**src/rtl/core/utf8d_pkg.sv**
```systemverilog
// utf8d_pkg: shared types, constants and error codes of the utf-8 stream decoder
// depends on nothing; imported by every module of the decoder
`timescale 1ns / 1ps

package utf8d_pkg;

	localparam int CP_W    = 31;
	localparam int CNT_W   = 32;
	localparam int ERR_W   = 4;
	localparam int REM_W   = 3;
	localparam int PADDR_W = 3;

	// error codes
	localparam logic [ERR_W-1:0] ERR_NONE       = 4'd0;
	localparam logic [ERR_W-1:0] ERR_BAD_START  = 4'd1;
	localparam logic [ERR_W-1:0] ERR_BAD_CONT   = 4'd2;
	localparam logic [ERR_W-1:0] ERR_INCOMPLETE = 4'd3;
	localparam logic [ERR_W-1:0] ERR_OVERLONG   = 4'd4;
	localparam logic [ERR_W-1:0] ERR_SURROGATE  = 4'd5;
	localparam logic [ERR_W-1:0] ERR_FFFE       = 4'd6;
	localparam logic [ERR_W-1:0] ERR_FFFF       = 4'd7;
	localparam logic [ERR_W-1:0] ERR_ABOVE_MAX  = 4'd8;

	// register indexes
	localparam logic [0:0] REG_CHECK_UNICODE = 1'b0;

	// smallest legal value of each multi-byte form
	localparam logic [CP_W-1:0] MIN_2B = 31'h0000_0080;
	localparam logic [CP_W-1:0] MIN_3B = 31'h0000_0800;
	localparam logic [CP_W-1:0] MIN_4B = 31'h0001_0000;
	localparam logic [CP_W-1:0] MIN_5B = 31'h0020_0000;
	localparam logic [CP_W-1:0] MIN_6B = 31'h0400_0000;

	localparam logic [CP_W-1:0] SURR_LO   = 31'h0000_D800;
	localparam logic [CP_W-1:0] SURR_HI   = 31'h0000_DFFF;
	localparam logic [CP_W-1:0] NONCH_E   = 31'h0000_FFFE;
	localparam logic [CP_W-1:0] NONCH_F   = 31'h0000_FFFF;
	localparam logic [CP_W-1:0] UNI_LIMIT = 31'h0011_0000;

	typedef struct packed {
		logic [CP_W-1:0]  acc;
		logic [REM_W-1:0] remaining;
		logic [CP_W-1:0]  minimum;
		logic [CNT_W-1:0] count;
	} dec_state_t;

	typedef struct packed {
		logic [CP_W-1:0]  code_point;
		logic [ERR_W-1:0] error_code;
		logic [CNT_W-1:0] count;
		logic             last;
	} dec_result_t;

	typedef struct packed {
		logic out_full;
		logic skid_full;
	} buf_status_t;

endpackage

```
**src/rtl/core/utf8d_decode.sv**
```systemverilog
// utf8d_decode: single-pass next-state and result logic for one byte
// depends on utf8d_pkg
`timescale 1ns / 1ps

module utf8d_decode (
	input  utf8d_pkg::dec_state_t  state,
	input  logic [7:0]             data_byte,
	input  logic                   end_of_string,
	input  logic                   check_unicode,
	output utf8d_pkg::dec_state_t  state_next,
	output logic                   has_result,
	output utf8d_pkg::dec_result_t result
);
	import utf8d_pkg::*;

	logic [CP_W-1:0]  shifted;
	logic [REM_W-1:0] rem_dec;
	logic [ERR_W-1:0] judged;
	logic [ERR_W-1:0] err;
	logic [CP_W-1:0]  cp;
	logic [CNT_W-1:0] count_inc;
	logic             emit;

	// accumulator with the next six payload bits shifted in
	assign shifted = {state.acc[CP_W-7:0], data_byte[5:0]};
	assign rem_dec = state.remaining - REM_W'(1);

	// checks on a completed multi-byte value
	always_comb begin
		judged = ERR_NONE;
		if (shifted < state.minimum) begin
			judged = ERR_OVERLONG;
		end else if (check_unicode) begin
			if (shifted >= SURR_LO && shifted <= SURR_HI) begin
				judged = ERR_SURROGATE;
			end else if (shifted == NONCH_E) begin
				judged = ERR_FFFE;
			end else if (shifted == NONCH_F) begin
				judged = ERR_FFFF;
			end else if (shifted >= UNI_LIMIT) begin
				judged = ERR_ABOVE_MAX;
			end
		end
	end

	// byte decode: start byte when idle, continuation byte otherwise
	always_comb begin
		state_next = state;
		emit       = 1'b0;
		err        = ERR_NONE;
		cp         = '0;
		if (state.remaining == '0) begin
			if (!data_byte[7]) begin
				emit = 1'b1;
				cp   = {{(CP_W-8){1'b0}}, data_byte};
			end else if (data_byte < 8'hC0 || data_byte >= 8'hFE) begin
				emit = 1'b1;
				err  = ERR_BAD_START;
			end else begin
				if (data_byte < 8'hE0) begin
					state_next.remaining = 3'd1;
					state_next.minimum   = MIN_2B;
					state_next.acc       = {{(CP_W-5){1'b0}}, data_byte[4:0]};
				end else if (data_byte < 8'hF0) begin
					state_next.remaining = 3'd2;
					state_next.minimum   = MIN_3B;
					state_next.acc       = {{(CP_W-4){1'b0}}, data_byte[3:0]};
				end else if (data_byte < 8'hF8) begin
					state_next.remaining = 3'd3;
					state_next.minimum   = MIN_4B;
					state_next.acc       = {{(CP_W-3){1'b0}}, data_byte[2:0]};
				end else if (data_byte < 8'hFC) begin
					state_next.remaining = 3'd4;
					state_next.minimum   = MIN_5B;
					state_next.acc       = {{(CP_W-2){1'b0}}, data_byte[1:0]};
				end else begin
					state_next.remaining = 3'd5;
					state_next.minimum   = MIN_6B;
					state_next.acc       = {{(CP_W-1){1'b0}}, data_byte[0]};
				end
				if (end_of_string) begin
					emit = 1'b1;
					err  = ERR_INCOMPLETE;
				end
			end
		end else if (data_byte[7:6] != 2'b10) begin
			emit = 1'b1;
			err  = ERR_BAD_CONT;
		end else begin
			state_next.acc       = shifted;
			state_next.remaining = rem_dec;
			if (rem_dec == '0) begin
				emit = 1'b1;
				err  = judged;
				cp   = (judged == ERR_NONE) ? shifted : '0;
			end else if (end_of_string) begin
				emit = 1'b1;
				err  = ERR_INCOMPLETE;
			end
		end

		// count is bumped by good code points and saturates
		count_inc = state.count;
		if (emit && err == ERR_NONE && state.count != '1) begin
			count_inc = state.count + CNT_W'(1);
		end

		if (emit) begin
			state_next.acc       = '0;
			state_next.remaining = '0;
			state_next.minimum   = '0;
			state_next.count     = end_of_string ? '0 : count_inc;
		end

		has_result        = emit;
		result.code_point = cp;
		result.error_code = err;
		result.count      = count_inc;
		result.last       = end_of_string;
	end

endmodule

```
**src/rtl/core/utf8d_out_buf.sv**
```systemverilog
// utf8d_out_buf: result register with a skid stage behind it
// depends on utf8d_pkg
`timescale 1ns / 1ps

module utf8d_out_buf (
	input  logic                   clk,
	input  logic                   arst_n,
	input  logic                   push,
	input  utf8d_pkg::dec_result_t push_data,
	output logic                   can_push,
	output logic                   out_valid,
	input  logic                   out_ready,
	output utf8d_pkg::dec_result_t out_data,
	output utf8d_pkg::buf_status_t status
);
	import utf8d_pkg::*;

	logic        out_valid_q;
	logic        skid_valid_q;
	dec_result_t out_q;
	dec_result_t skid_q;

	// valid flags
	always_ff @(posedge clk or negedge arst_n) begin
		if (!arst_n) begin
			out_valid_q  <= 1'b0;
			skid_valid_q <= 1'b0;
		end else if (!out_valid_q || out_ready) begin
			out_valid_q  <= skid_valid_q || push;
			skid_valid_q <= 1'b0;
		end else if (push) begin
			skid_valid_q <= 1'b1;
		end
	end

	// payload, no reset
	always_ff @(posedge clk) begin
		if (!out_valid_q || out_ready) begin
			if (skid_valid_q) begin
				out_q <= skid_q;
			end else if (push) begin
				out_q <= push_data;
			end
		end else if (push) begin
			skid_q <= push_data;
		end
	end

	assign can_push         = !skid_valid_q;
	assign out_valid        = out_valid_q;
	assign out_data         = out_q;
	assign status.out_full  = out_valid_q;
	assign status.skid_full = skid_valid_q;

endmodule

```
**src/rtl/core/utf8_stream_decoder_top.sv**
```systemverilog
// utf8_stream_decoder_top: utf-8 stream decoder with apb register port
// depends on utf8d_pkg, utf8d_decode, utf8d_out_buf
`timescale 1ns / 1ps

// Decodes extended utf-8 (one- to six-byte forms) one byte per request and
// takes a new byte every clock cycle while in_ready is high: the decode of a
// byte is a single pass of logic between the sequence state registers and the
// result register. A result (code point or error code, running count, last
// flag) of the byte that completes or breaks a sequence goes into the result
// register, or into a one-entry skid stage while output stalls, so input can
// continue; in_ready drops only when both hold results. Errors return the
// decoder to idle; end_of_string always yields a result and clears the count.
// The check_unicode register (byte address 0, bit 0, reset 1) enables the
// surrogate, U+FFFE, U+FFFF and above-U+10FFFF checks; write it only while idle.

module utf8_stream_decoder_top (
	input  logic                          clk,
	input  logic                          arst_n,
	// apb register port
	input  logic                          psel,
	input  logic                          penable,
	input  logic                          pwrite,
	input  logic [utf8d_pkg::PADDR_W-1:0] paddr,
	input  logic [31:0]                   pwdata,
	output logic [31:0]                   prdata,
	output logic                          pready,
	// byte input
	input  logic                          in_valid,
	output logic                          in_ready,
	input  logic [7:0]                    data_byte,
	input  logic                          end_of_string,
	// result output
	output logic                          out_valid,
	input  logic                          out_ready,
	output logic [utf8d_pkg::CP_W-1:0]    code_point,
	output logic [utf8d_pkg::ERR_W-1:0]   error_code,
	output logic [utf8d_pkg::CNT_W-1:0]   code_point_count,
	output logic                          last
);
	import utf8d_pkg::*;

	logic        check_unicode_q;
	dec_state_t  state_q;
	dec_state_t  state_next;
	logic        has_result;
	dec_result_t result;
	dec_result_t out_data;
	buf_status_t buf_status;
	logic        in_accept;
	logic        cfg_write;

	// register port
	assign pready    = 1'b1;
	assign cfg_write = psel && penable && pwrite && (paddr[2] == REG_CHECK_UNICODE);

	always_ff @(posedge clk or negedge arst_n) begin
		if (!arst_n) begin
			check_unicode_q <= 1'b1;
		end else if (cfg_write) begin
			check_unicode_q <= pwdata[0];
		end
	end

	assign prdata = (paddr[2] == REG_CHECK_UNICODE) ? {31'd0, check_unicode_q} : 32'd0;

	// sequence state
	assign in_accept = in_valid && in_ready;

	always_ff @(posedge clk or negedge arst_n) begin
		if (!arst_n) begin
			state_q <= '0;
		end else if (in_accept) begin
			state_q <= state_next;
		end
	end

	utf8d_decode u_decode (
		.state         (state_q),
		.data_byte     (data_byte),
		.end_of_string (end_of_string),
		.check_unicode (check_unicode_q),
		.state_next    (state_next),
		.has_result    (has_result),
		.result        (result)
	);

	// result register and skid stage
	utf8d_out_buf u_out_buf (
		.clk       (clk),
		.arst_n    (arst_n),
		.push      (in_accept && has_result),
		.push_data (result),
		.can_push  (in_ready),
		.out_valid (out_valid),
		.out_ready (out_ready),
		.out_data  (out_data),
		.status    (buf_status)
	);

	assign code_point       = out_data.code_point;
	assign error_code       = out_data.error_code;
	assign code_point_count = out_data.count;
	assign last             = out_data.last;

	// skid stage only fills behind a held result
	a_skid_behind_out: assert property (@(posedge clk) disable iff (!arst_n)
		buf_status.skid_full |-> buf_status.out_full)
		else $error("skid stage full while result register empty");

	// an error result carries no code point
	a_err_no_cp: assert property (@(posedge clk) disable iff (!arst_n)
		(out_valid && error_code != ERR_NONE) |-> (code_point == '0))
		else $error("error result with nonzero code point");

	// end of string leaves the decoder idle with a cleared count
	a_eos_idle: assert property (@(posedge clk) disable iff (!arst_n)
		(in_accept && end_of_string) |=> (state_q.remaining == '0 && state_q.count == '0))
		else $error("decoder not idle after end of string");

	// error codes stay in the defined range
	a_err_range: assert property (@(posedge clk) disable iff (!arst_n)
		out_valid |-> (error_code <= ERR_ABOVE_MAX))
		else $error("undefined error code");

endmodule

```
**config.mk**
```make
export PLATFORM = sky130hd
export DESIGN_NAME = utf8_stream_decoder_top
export DESIGN_NICKNAME = d
export VERILOG_FILES = /design/src/rtl/core/utf8d_pkg.sv /design/src/rtl/core/utf8d_decode.sv /design/src/rtl/core/utf8d_out_buf.sv /design/src/rtl/core/utf8_stream_decoder_top.sv
export SDC_FILE = /design/constraint.sdc
export NUM_CORES = 1
export LEC_CHECK = 0
export BUFFER_PORTS_ARGS = -buffer_cell sky130_fd_sc_hd__buf_4
export CORE_ASPECT_RATIO = 0.75
export CORE_MARGIN = 2
export CORE_UTILIZATION = 57
export CTS_CLUSTER_DIAMETER = 60
export DETAILED_ROUTE_END_ITERATION = 6
export GPL_ROUTABILITY_DRIVEN = 0
export PLACE_DENSITY = 0.76
export SLEW_MARGIN = 0
export SYNTH_ARGS = -nofsm -noshare
export SYNTH_HDL_FRONTEND = slang
export SYNTH_SLANG_ARGS = --single-unit
```
**constraint.sdc**
```tcl
create_clock -name clk -period 10.6 [get_ports clk]
set_input_delay 0.53 -clock clk [delete_from_list [all_inputs] [get_ports clk]]
set_output_delay 0.53 -clock clk [all_outputs]
set_load 0.02 [all_outputs]
```
# After elaboration in Yosys (flattened, before gate mapping)
# Index checks and enable logic that the tools add are counted.
dict set report classes {
  n_addsub 2
  n_mul 0
  n_div 0
  order_cmp 10
  n_eq_ne 8
  n_shift 0
  n_mux 40
  bitwise_logic 2
  n_reduce_logical 26
}
# cell n
set ops {}
lappend ops {{$mux 59} 4}
lappend ops {{$mux 31} 5}
lappend ops {{$mux 68} 2}
lappend ops {{$mux 91} 1}
lappend ops {{$mux 32} 2}
lappend ops {{$eq 31x16->1 const B} 2}
lappend ops {{$mux 28} 2}
lappend ops {{$mux 4} 11}
lappend ops {{$lt 8x8->1 const B} 5}
lappend ops {{$mux 37} 1}
lappend ops {{$mux 36} 1}
lappend ops {{$add 32x1->32 const B} 1}
lappend ops {{$ne 32x32->1 const B} 1}
lappend ops {{$ge 31x16->1 const B} 1}
lappend ops {{$ge 31x21->1 const B} 1}
lappend ops {{$le 31x16->1 const B} 1}
lappend ops {{$lt 31x31->1} 1}
lappend ops {{$mux 1} 9}
lappend ops {{$ge 8x8->1 const B} 1}
lappend ops {{$logic_and 1x1->1} 8}
lappend ops {{$logic_not 4->1} 2}
lappend ops {{$reduce_and 4->1} 2}
lappend ops {{$reduce_bool 2->1} 4}
lappend ops {{$mux 7} 1}
lappend ops {{10 further kinds} 19}
dict set report word_totals {
  regBits 230
  latch_bits 0
  mem_bits_rw 0
  mem_bits_ro 0
  out_inout_bits 103
  wordCells 103
  memories 0
}

# Longest topological paths before layout
dict set report logic_depth {
  ltp_word 16
  depth_mapped 13
  ltp_nobuf 9
}

# Hierarchy
# Synthesis repeated with hierarchy kept, for this count alone.
dict set report unflattened {
  hier_cells 1003
  hier_area_um2 13078.8
}
# module instances cells_each area_per_inst_um2 seq_area_each_um2
set modules_own_cells {}
lappend modules_own_cells {utf8d_out_buf 1 224 5357.6 4134.0}
lappend modules_own_cells {utf8_stream_decoder_top 1 244 4020.1 2453.6}
lappend modules_own_cells {utf8d_decode 1 535 3701.0 0.0}

# Worst setup path after synthesis
# OpenSTA, ideal clock, no wires.
dict set report synth_path {
  kind {flip-flop to flip-flop}
  startpoint {reg state_q[63] in the netlist's numbering}
  endpoint {reg u_out_buf.out_q, in the netlist u_out_buf.out_data[0] (enable)}
  arrival_ps 6733
  required_ps 10003
  setup_slack_ps 3269
  stages_incl_launch_ff 11
  synth_period_minus_slack_ps 7331
  path_cell_list {dfrtp_1 > inv_1 > ha_1 > nor2b_1 > clkbuf_1 > o2111a_1 > a21oi_1 > o21ai_0 > clkbuf_1 > clkbuf_1 > a21boi_0}
}
dict set report synth_via {
  elab_chain_cells 8
  elab_cells_between_ends 9
  classes_between {add/sub (1); mux (3); reduce/logical (5)}
}
# element line_no
set synth_rtl {}
lappend synth_rtl {{start, declared} utf8_stream_decoder_top.sv:43} ;# dec_state_t state_q;
lappend synth_rtl {{start signal, assigned} utf8_stream_decoder_top.sv:73} ;# state_q <= state_next;
lappend synth_rtl {{$sub 3x1->3} utf8d_decode.sv:26} ;# assign rem_dec = state.remaining - REM_W'(1);
lappend synth_rtl {{$logic_not 3->1} utf8d_decode.sv:92} ;# if (rem_dec == '0) begin
lappend synth_rtl {{$mux 1} utf8d_decode.sv:92}
lappend synth_rtl {{$mux 1} utf8d_decode.sv:86} ;# end else if (data_byte[7:6] != 2'b10) begin
lappend synth_rtl {{$mux 1 (*)} utf8d_decode.sv:52} ;# if (state.remaining == '0) begin
lappend synth_rtl {{$logic_and 1x1->1 (*)} utf8_stream_decoder_top.sv:91} ;# .push (in_accept && has_result),
lappend synth_rtl {{$reduce_bool 2->1 (no line) (*)} --}
lappend synth_rtl {{$reduce_and 2->1 (no line) (*)} --}
lappend synth_rtl {{end signal, assigned} utf8d_out_buf.sv:40} ;# out_q <= skid_q;
lappend synth_rtl {{end signal, assigned} utf8d_out_buf.sv:42} ;# out_q <= push_data;
lappend synth_rtl {{end, declared} utf8d_out_buf.sv:20} ;# dec_result_t out_q;
# Mark *: on every way between the ends. The rest lies on a longest branch, timed or not.
# A chain may end at the register's enable or synchronous reset.

# Worst setup path in the final report
dict set report layout_path {
  startpoint {reg state_q[76] in the netlist's numbering}
  endpoint {reg u_out_buf.out_q, in the netlist u_out_buf.out_data[27] (data pin)}
}
dict set report layout_via {
  elab_chain_cells 16
  elab_cells_between_ends 22
  classes_between {order compare (4); eq/ne (2); mux (12); reduce/logical (4)}
}
# element line_no
set layout_rtl {}
lappend layout_rtl {{$ge 31x21->1} utf8d_decode.sv:40} ;# end else if (shifted >= UNI_LIMIT) begin
lappend layout_rtl {{$mux 4} utf8d_decode.sv:40}
lappend layout_rtl {{$mux 4} utf8d_decode.sv:38} ;# end else if (shifted == NONCH_F) begin
lappend layout_rtl {{$mux 4} utf8d_decode.sv:36} ;# end else if (shifted == NONCH_E) begin
lappend layout_rtl {{$mux 4} utf8d_decode.sv:34} ;# if (shifted >= SURR_LO && shifted <= SURR_HI) begin
lappend layout_rtl {{$mux 4} utf8d_decode.sv:33} ;# end else if (check_unicode) begin
lappend layout_rtl {{$mux 4 (*)} utf8d_decode.sv:31} ;# if (shifted < state.minimum) begin
lappend layout_rtl {{$mux 4 (*)} utf8d_decode.sv:92}
lappend layout_rtl {{$mux 4 (*)} utf8d_decode.sv:86}
lappend layout_rtl {{$mux 4 (*)} utf8d_decode.sv:52}
lappend layout_rtl {{$logic_not 4->1 (*)} utf8d_decode.sv:104} ;# if (emit && err == ERR_NONE && state.count != '1) begin
lappend layout_rtl {{$logic_and 1x1->1 (*) (2 in series)} utf8d_decode.sv:104}
lappend layout_rtl {{$mux 32 (*)} utf8d_decode.sv:104}
lappend layout_rtl {{$mux 68 (*)} utf8d_out_buf.sv:41} ;# end else if (push) begin
lappend layout_rtl {{$mux 68 (*)} utf8d_out_buf.sv:39} ;# if (skid_valid_q) begin
# Mark *: on every way between the ends. The rest lies on a longest branch, timed or not. The select of a mux whose other input is x is not followed.

==> load_flow_metrics.sql <==
INSERT INTO impl_metrics (metric_group, metric, value, unit) VALUES
('critical_path', 'critical_path_arrival', '4.24', 'ns'),
('sta', 'setup_slack', '6.64', 'ns'),
('placement', 'preCtsSetupSlack', '6.69', 'ns'),
('final_layout', 'nNetsFinal', '1037', ''),
('clocking', 'root_buffer', 'sky130_fd_sc_hd__clkbuf_16', ''),
('critical_path', 'required', '10.88', 'ns'),
('sta', 'finalClockSkew', '0.0135', 'ns'),
('pwr', 'total_power_density_per_cell_area', '191', 'nW/µm²'),
('route', 'drc_violations_left', '0', ''),
('sta', 'post-route-period-util', '0.374', ''),
('synth', 'synth-edff-count', '136', ''),
('clocking', 'cts_buffers', '20', ''),
('critical_path', 'critical_path.n_buffers_inverters', '1', ''),
('synth', 'synthSimpleGateAreaFrac', '0.175', ''),
('critical_path', 'timing.critical_path.slowest_cell_delay', '0.64', 'ns'),
('grt', 'grt_max_degree', '82', ''),
('synth', 'post_synth_arst_share', '0.333', ''),
('final_layout', 'layout_commonest_cell', 'sky130_fd_sc_hd__edfxtp_1', ''),
('synth', 'synth.yosys.seq_area_share', '0.565', ''),
('sta', 'max_slew_violation_count', '0', ''),
('sta', 'fin_tns_setup', '0', 'ns'),
('route', 'ant_nets', '0', ''),
('sta', 'rsz0062_at_grt', 'false', ''),
('min_path', 'worstHoldPathType', 'in2async', ''),
('synth', 'post_synth_num_cell_types', '70', ''),
('final_layout', 'area_growth_syn_to_layout', '13.7', '%'),
('critical_path', 'crit_fanout', '79', ''),
('sta', 'final_hold_viol_count', '0', ''),
('critical_path', 'worstSetupStartpointType', 'flop', ''),
('route', 'drt_pass1_iterations', '5', ''),
('synth', 'synthFlopType', 'sky130_fd_sc_hd__edfxtp_1', ''),
('route', 'finalWirelength', '22900', 'µm'),
('clocking', 'ctsResizeCount', '0', ''),
('synth', 'largest_family_of_logic_cells_by_synthesized_area', 'simple AND/OR/NAND/NOR gates', ''),
('clocking', 'cts_tree', 'done', ''),
('run_status', 'outcome', 'finished, final reports clean', ''),
('final_layout', 'final_layout_size_suffix_gt1_frac', '0.180', ''),
('synth', 'yosys_warnings', '0', ''),
('sta', 'timing_worst_slew_pin_value', '1.06', 'ns'),
('critical_path', 'largest_delay_share_family_worst_path', 'simple AND/OR/NAND/NOR gates', ''),
('synth', 'synthesis.area_per_instance', '11.1', 'µm²'),
('clocking', 'cts_hold_buffers', '0', ''),
('synth', 'synth.area.mux_share', '0.0403', ''),
('grt', 'global_route.usage.total', '0.240', ''),
('synth', 'postSynthRegisterBits', '204', ''),
('grt', 'grt-ovfl-total', '0', ''),
('clocking', 'clk_transition_reported_paths', '0.07', 'ns'),
('route', 'vias', '7465', ''),
('synth', 'synth_area', '10200', 'µm²'),
('critical_path', 'setup.worst_path.class', 'reg2reg', ''),
('pwr', 'vdd_ir_drop_max', '0.115', 'mV'),
('route', 'vias_per_cell', '6.05', ''),
('placement', 'hpwl', '14300', 'µm'),
('final_layout', 'finish.cell_count_without_fillers', '1234', ''),
('clocking', 'clk-insertion-delay-late', '0.50', 'ns'),
('sta', 'timing.final.crit_period', '3.96', 'ns'),
('final_layout', 'insertedDiodeCount', '0', ''),
('sta', 'max_freq', '252', 'MHz'),
('final_layout', 'layout.cells.most_common_list', 'sky130_fd_sc_hd__edfxtp_1, sky130_fd_sc_hd__buf_4, sky130_fd_sc_hd__nand2_1, sky130_fd_sc_hd__dfrtp_1, sky130_fd_sc_hd__nor2_1', ''),
('critical_path', 'crit_path_cell_trace', 'ha_1, or4bb_1, a211o_1, o211ai_2, a41oi_1, or4b_2, buf_4, or3_1, a31oi_1', ''),
('clocking', 'clockBufferDepth', '3', ''),
('job', 'cap_violations', '0', ''),
('grt', 'antenna_violations_before_repair', '0', ''),
('critical_path', 'timing.critical_path.slowest_stage_cell', 'sky130_fd_sc_hd__or4b_2', ''),
('placement', 'portBuffers', '88', ''),
('clocking', 'cts_post_setup_buffers_inserted', '0', ''),
('clocking', 'clock_tree_sinks', '204', ''),
('critical_path', 'worst_setup_path_end_kind', 'flop', ''),
('die', 'core_region_area', '17600', 'µm²'),
('synth', 'post_synth_xor_area_fraction', '0.00940', ''),
('route', 'wire_per_inst', '18.6', 'µm');
synthesized netlist by cell type (3+ instances only):
| library cell | instances | area [µm²] |
|---|---|---|
| sky130_fd_sc_hd__edfxtp_1 | 136 | 4080 |
| sky130_fd_sc_hd__nand2_1 | 83 | 312 |
| sky130_fd_sc_hd__dfrtp_1 | 67 | 1680 |
| sky130_fd_sc_hd__clkbuf_1 | 59 | 221 |
| sky130_fd_sc_hd__nor2_1 | 59 | 221 |
| sky130_fd_sc_hd__nor3_1 | 40 | 200 |
| sky130_fd_sc_hd__nand3_1 | 38 | 190 |
| sky130_fd_sc_hd__and2_1 | 37 | 231 |
| sky130_fd_sc_hd__mux2_2 | 34 | 383 |
| sky130_fd_sc_hd__buf_4 | 33 | 248 |
| sky130_fd_sc_hd__inv_1 | 27 | 101 |
| sky130_fd_sc_hd__o21ai_0 | 25 | 125 |
| sky130_fd_sc_hd__a22o_1 | 24 | 210 |
| sky130_fd_sc_hd__a221o_1 | 21 | 210 |
| sky130_fd_sc_hd__a31oi_1 | 21 | 131 |
| sky130_fd_sc_hd__or3_1 | 21 | 131 |
| sky130_fd_sc_hd__o211ai_1 | 16 | 120 |
| sky130_fd_sc_hd__nand4_1 | 11 | 68.8 |
| sky130_fd_sc_hd__o31ai_1 | 11 | 82.6 |
| sky130_fd_sc_hd__or4_1 | 11 | 82.6 |
| sky130_fd_sc_hd__a21oi_1 | 10 | 50.1 |
| sky130_fd_sc_hd__o211a_1 | 10 | 100 |
| sky130_fd_sc_hd__o311ai_1 | 10 | 87.6 |
| sky130_fd_sc_hd__nor4_1 | 9 | 56.3 |
| sky130_fd_sc_hd__ha_1 | 8 | 100 |
| sky130_fd_sc_hd__nor2b_1 | 7 | 43.8 |
| sky130_fd_sc_hd__xnor2_1 | 6 | 52.6 |
| sky130_fd_sc_hd__a211oi_1 | 5 | 37.5 |
| sky130_fd_sc_hd__and3_1 | 5 | 31.3 |
| sky130_fd_sc_hd__xor2_1 | 5 | 43.8 |
| sky130_fd_sc_hd__and4_1 | 4 | 35.0 |
| sky130_fd_sc_hd__nand4b_1 | 4 | 35.0 |
| sky130_fd_sc_hd__a211o_1 | 3 | 26.3 |
| sky130_fd_sc_hd__mux2i_1 | 3 | 30.0 |
| sky130_fd_sc_hd__nand2b_1 | 3 | 18.8 |
| sky130_fd_sc_hd__o21ai_1 | 3 | 15.0 |
| sky130_fd_sc_hd__o311ai_0 | 3 | 26.3 |
| sky130_fd_sc_hd__o41ai_1 | 3 | 26.3 |
worst paths after layout:
path / slack [ns] / cells after the start / from / end
worst max-delay path: 6.64 / 9 / state_q[76]$_DFFE_PN0P_ / u_out_buf.out_data[27]$_DFFE_PP_
worst min-delay path: 0.16 / 1 / arst_n / state_q[67]$_DFFE_PN0P_
worst max register to register: 6.64 / 9 / state_q[76]$_DFFE_PN0P_ / u_out_buf.out_data[27]$_DFFE_PP_
worst min register to register: 0.52 / 1 / state_q[85]$_DFFE_PN0P_ / state_q[85]$_DFFE_PN0P_
max in group asynchronous: 9.83 / 1 / arst_n / state_q[4]$_DFFE_PN0P_
min in group clk: 0.27 / 2 / pwdata[0] / check_unicode_q$_DFFE_PN1P_
per-layer routing:
metal	up-vias	wire length, µm	track usage
li1	3555	-	-
met1	3561	11300	0.388
met2	314	9410	0.338
met3	35	1770	0.0404
met4	0	396	0.0510
met5	-	0	0
cell type report:
class | instances | area [µm²]
Timing Repair Buffer | 101 | 758
Fill cell | 1362 | 5950
Clock inverter | 15 | 168
Clock buffer | 21 | 504
Tap cell | 242 | 303
Sequential cell | 204 | 5790
Multi-Input combinational cell | 623 | 4030
Inverter | 28 | 105
flip-flops by register name, indices dropped and copies added, names as in the netlist:
signal and flops:
u_out_buf.skid_valid_q 1, u_out_buf.out_valid 1, u_out_buf.out_data 68, u_out_buf.skid_q 68, state_q 65, check_unicode_q 1
where the power goes:
group | leakage, nW | switching (mW) | internal [mW]
registers | 2.22 | 0.0595 | 0.971
logic | 2.15 | 0.300 | 0.162
clock network | 0.319 | 0.306 | 0.422
logic make-up (layout without fill, tap and decap cells):
group / Yosys count / after routing
adder cells (fa/ha/maj): 8 / 8
flip-flops: 204 / 204
buffers and inverters: 122 / 165
multiplexers: 37 / 37
AO/OA/AOI/OAI: 189 / 189
XOR/XNOR: 11 / 11
other: 2 / 32
AND/OR/NAND/NOR: 346 / 346
per-stage QoR:
step	hold WS, ns	total power, mW	cell area, µm²	utilization
floorplan	0.234	1.36	10400	-
global placement	0.504	1.49	11000	0.624
detailed placement	0.500	1.50	11000	0.624
CTS	0.189	2.23	11600	0.662
global route	0.247	2.31	11600	0.662
finish	0.156	2.22	11600	0.662
Note: power is estimated with default switching activity, not from simulation.
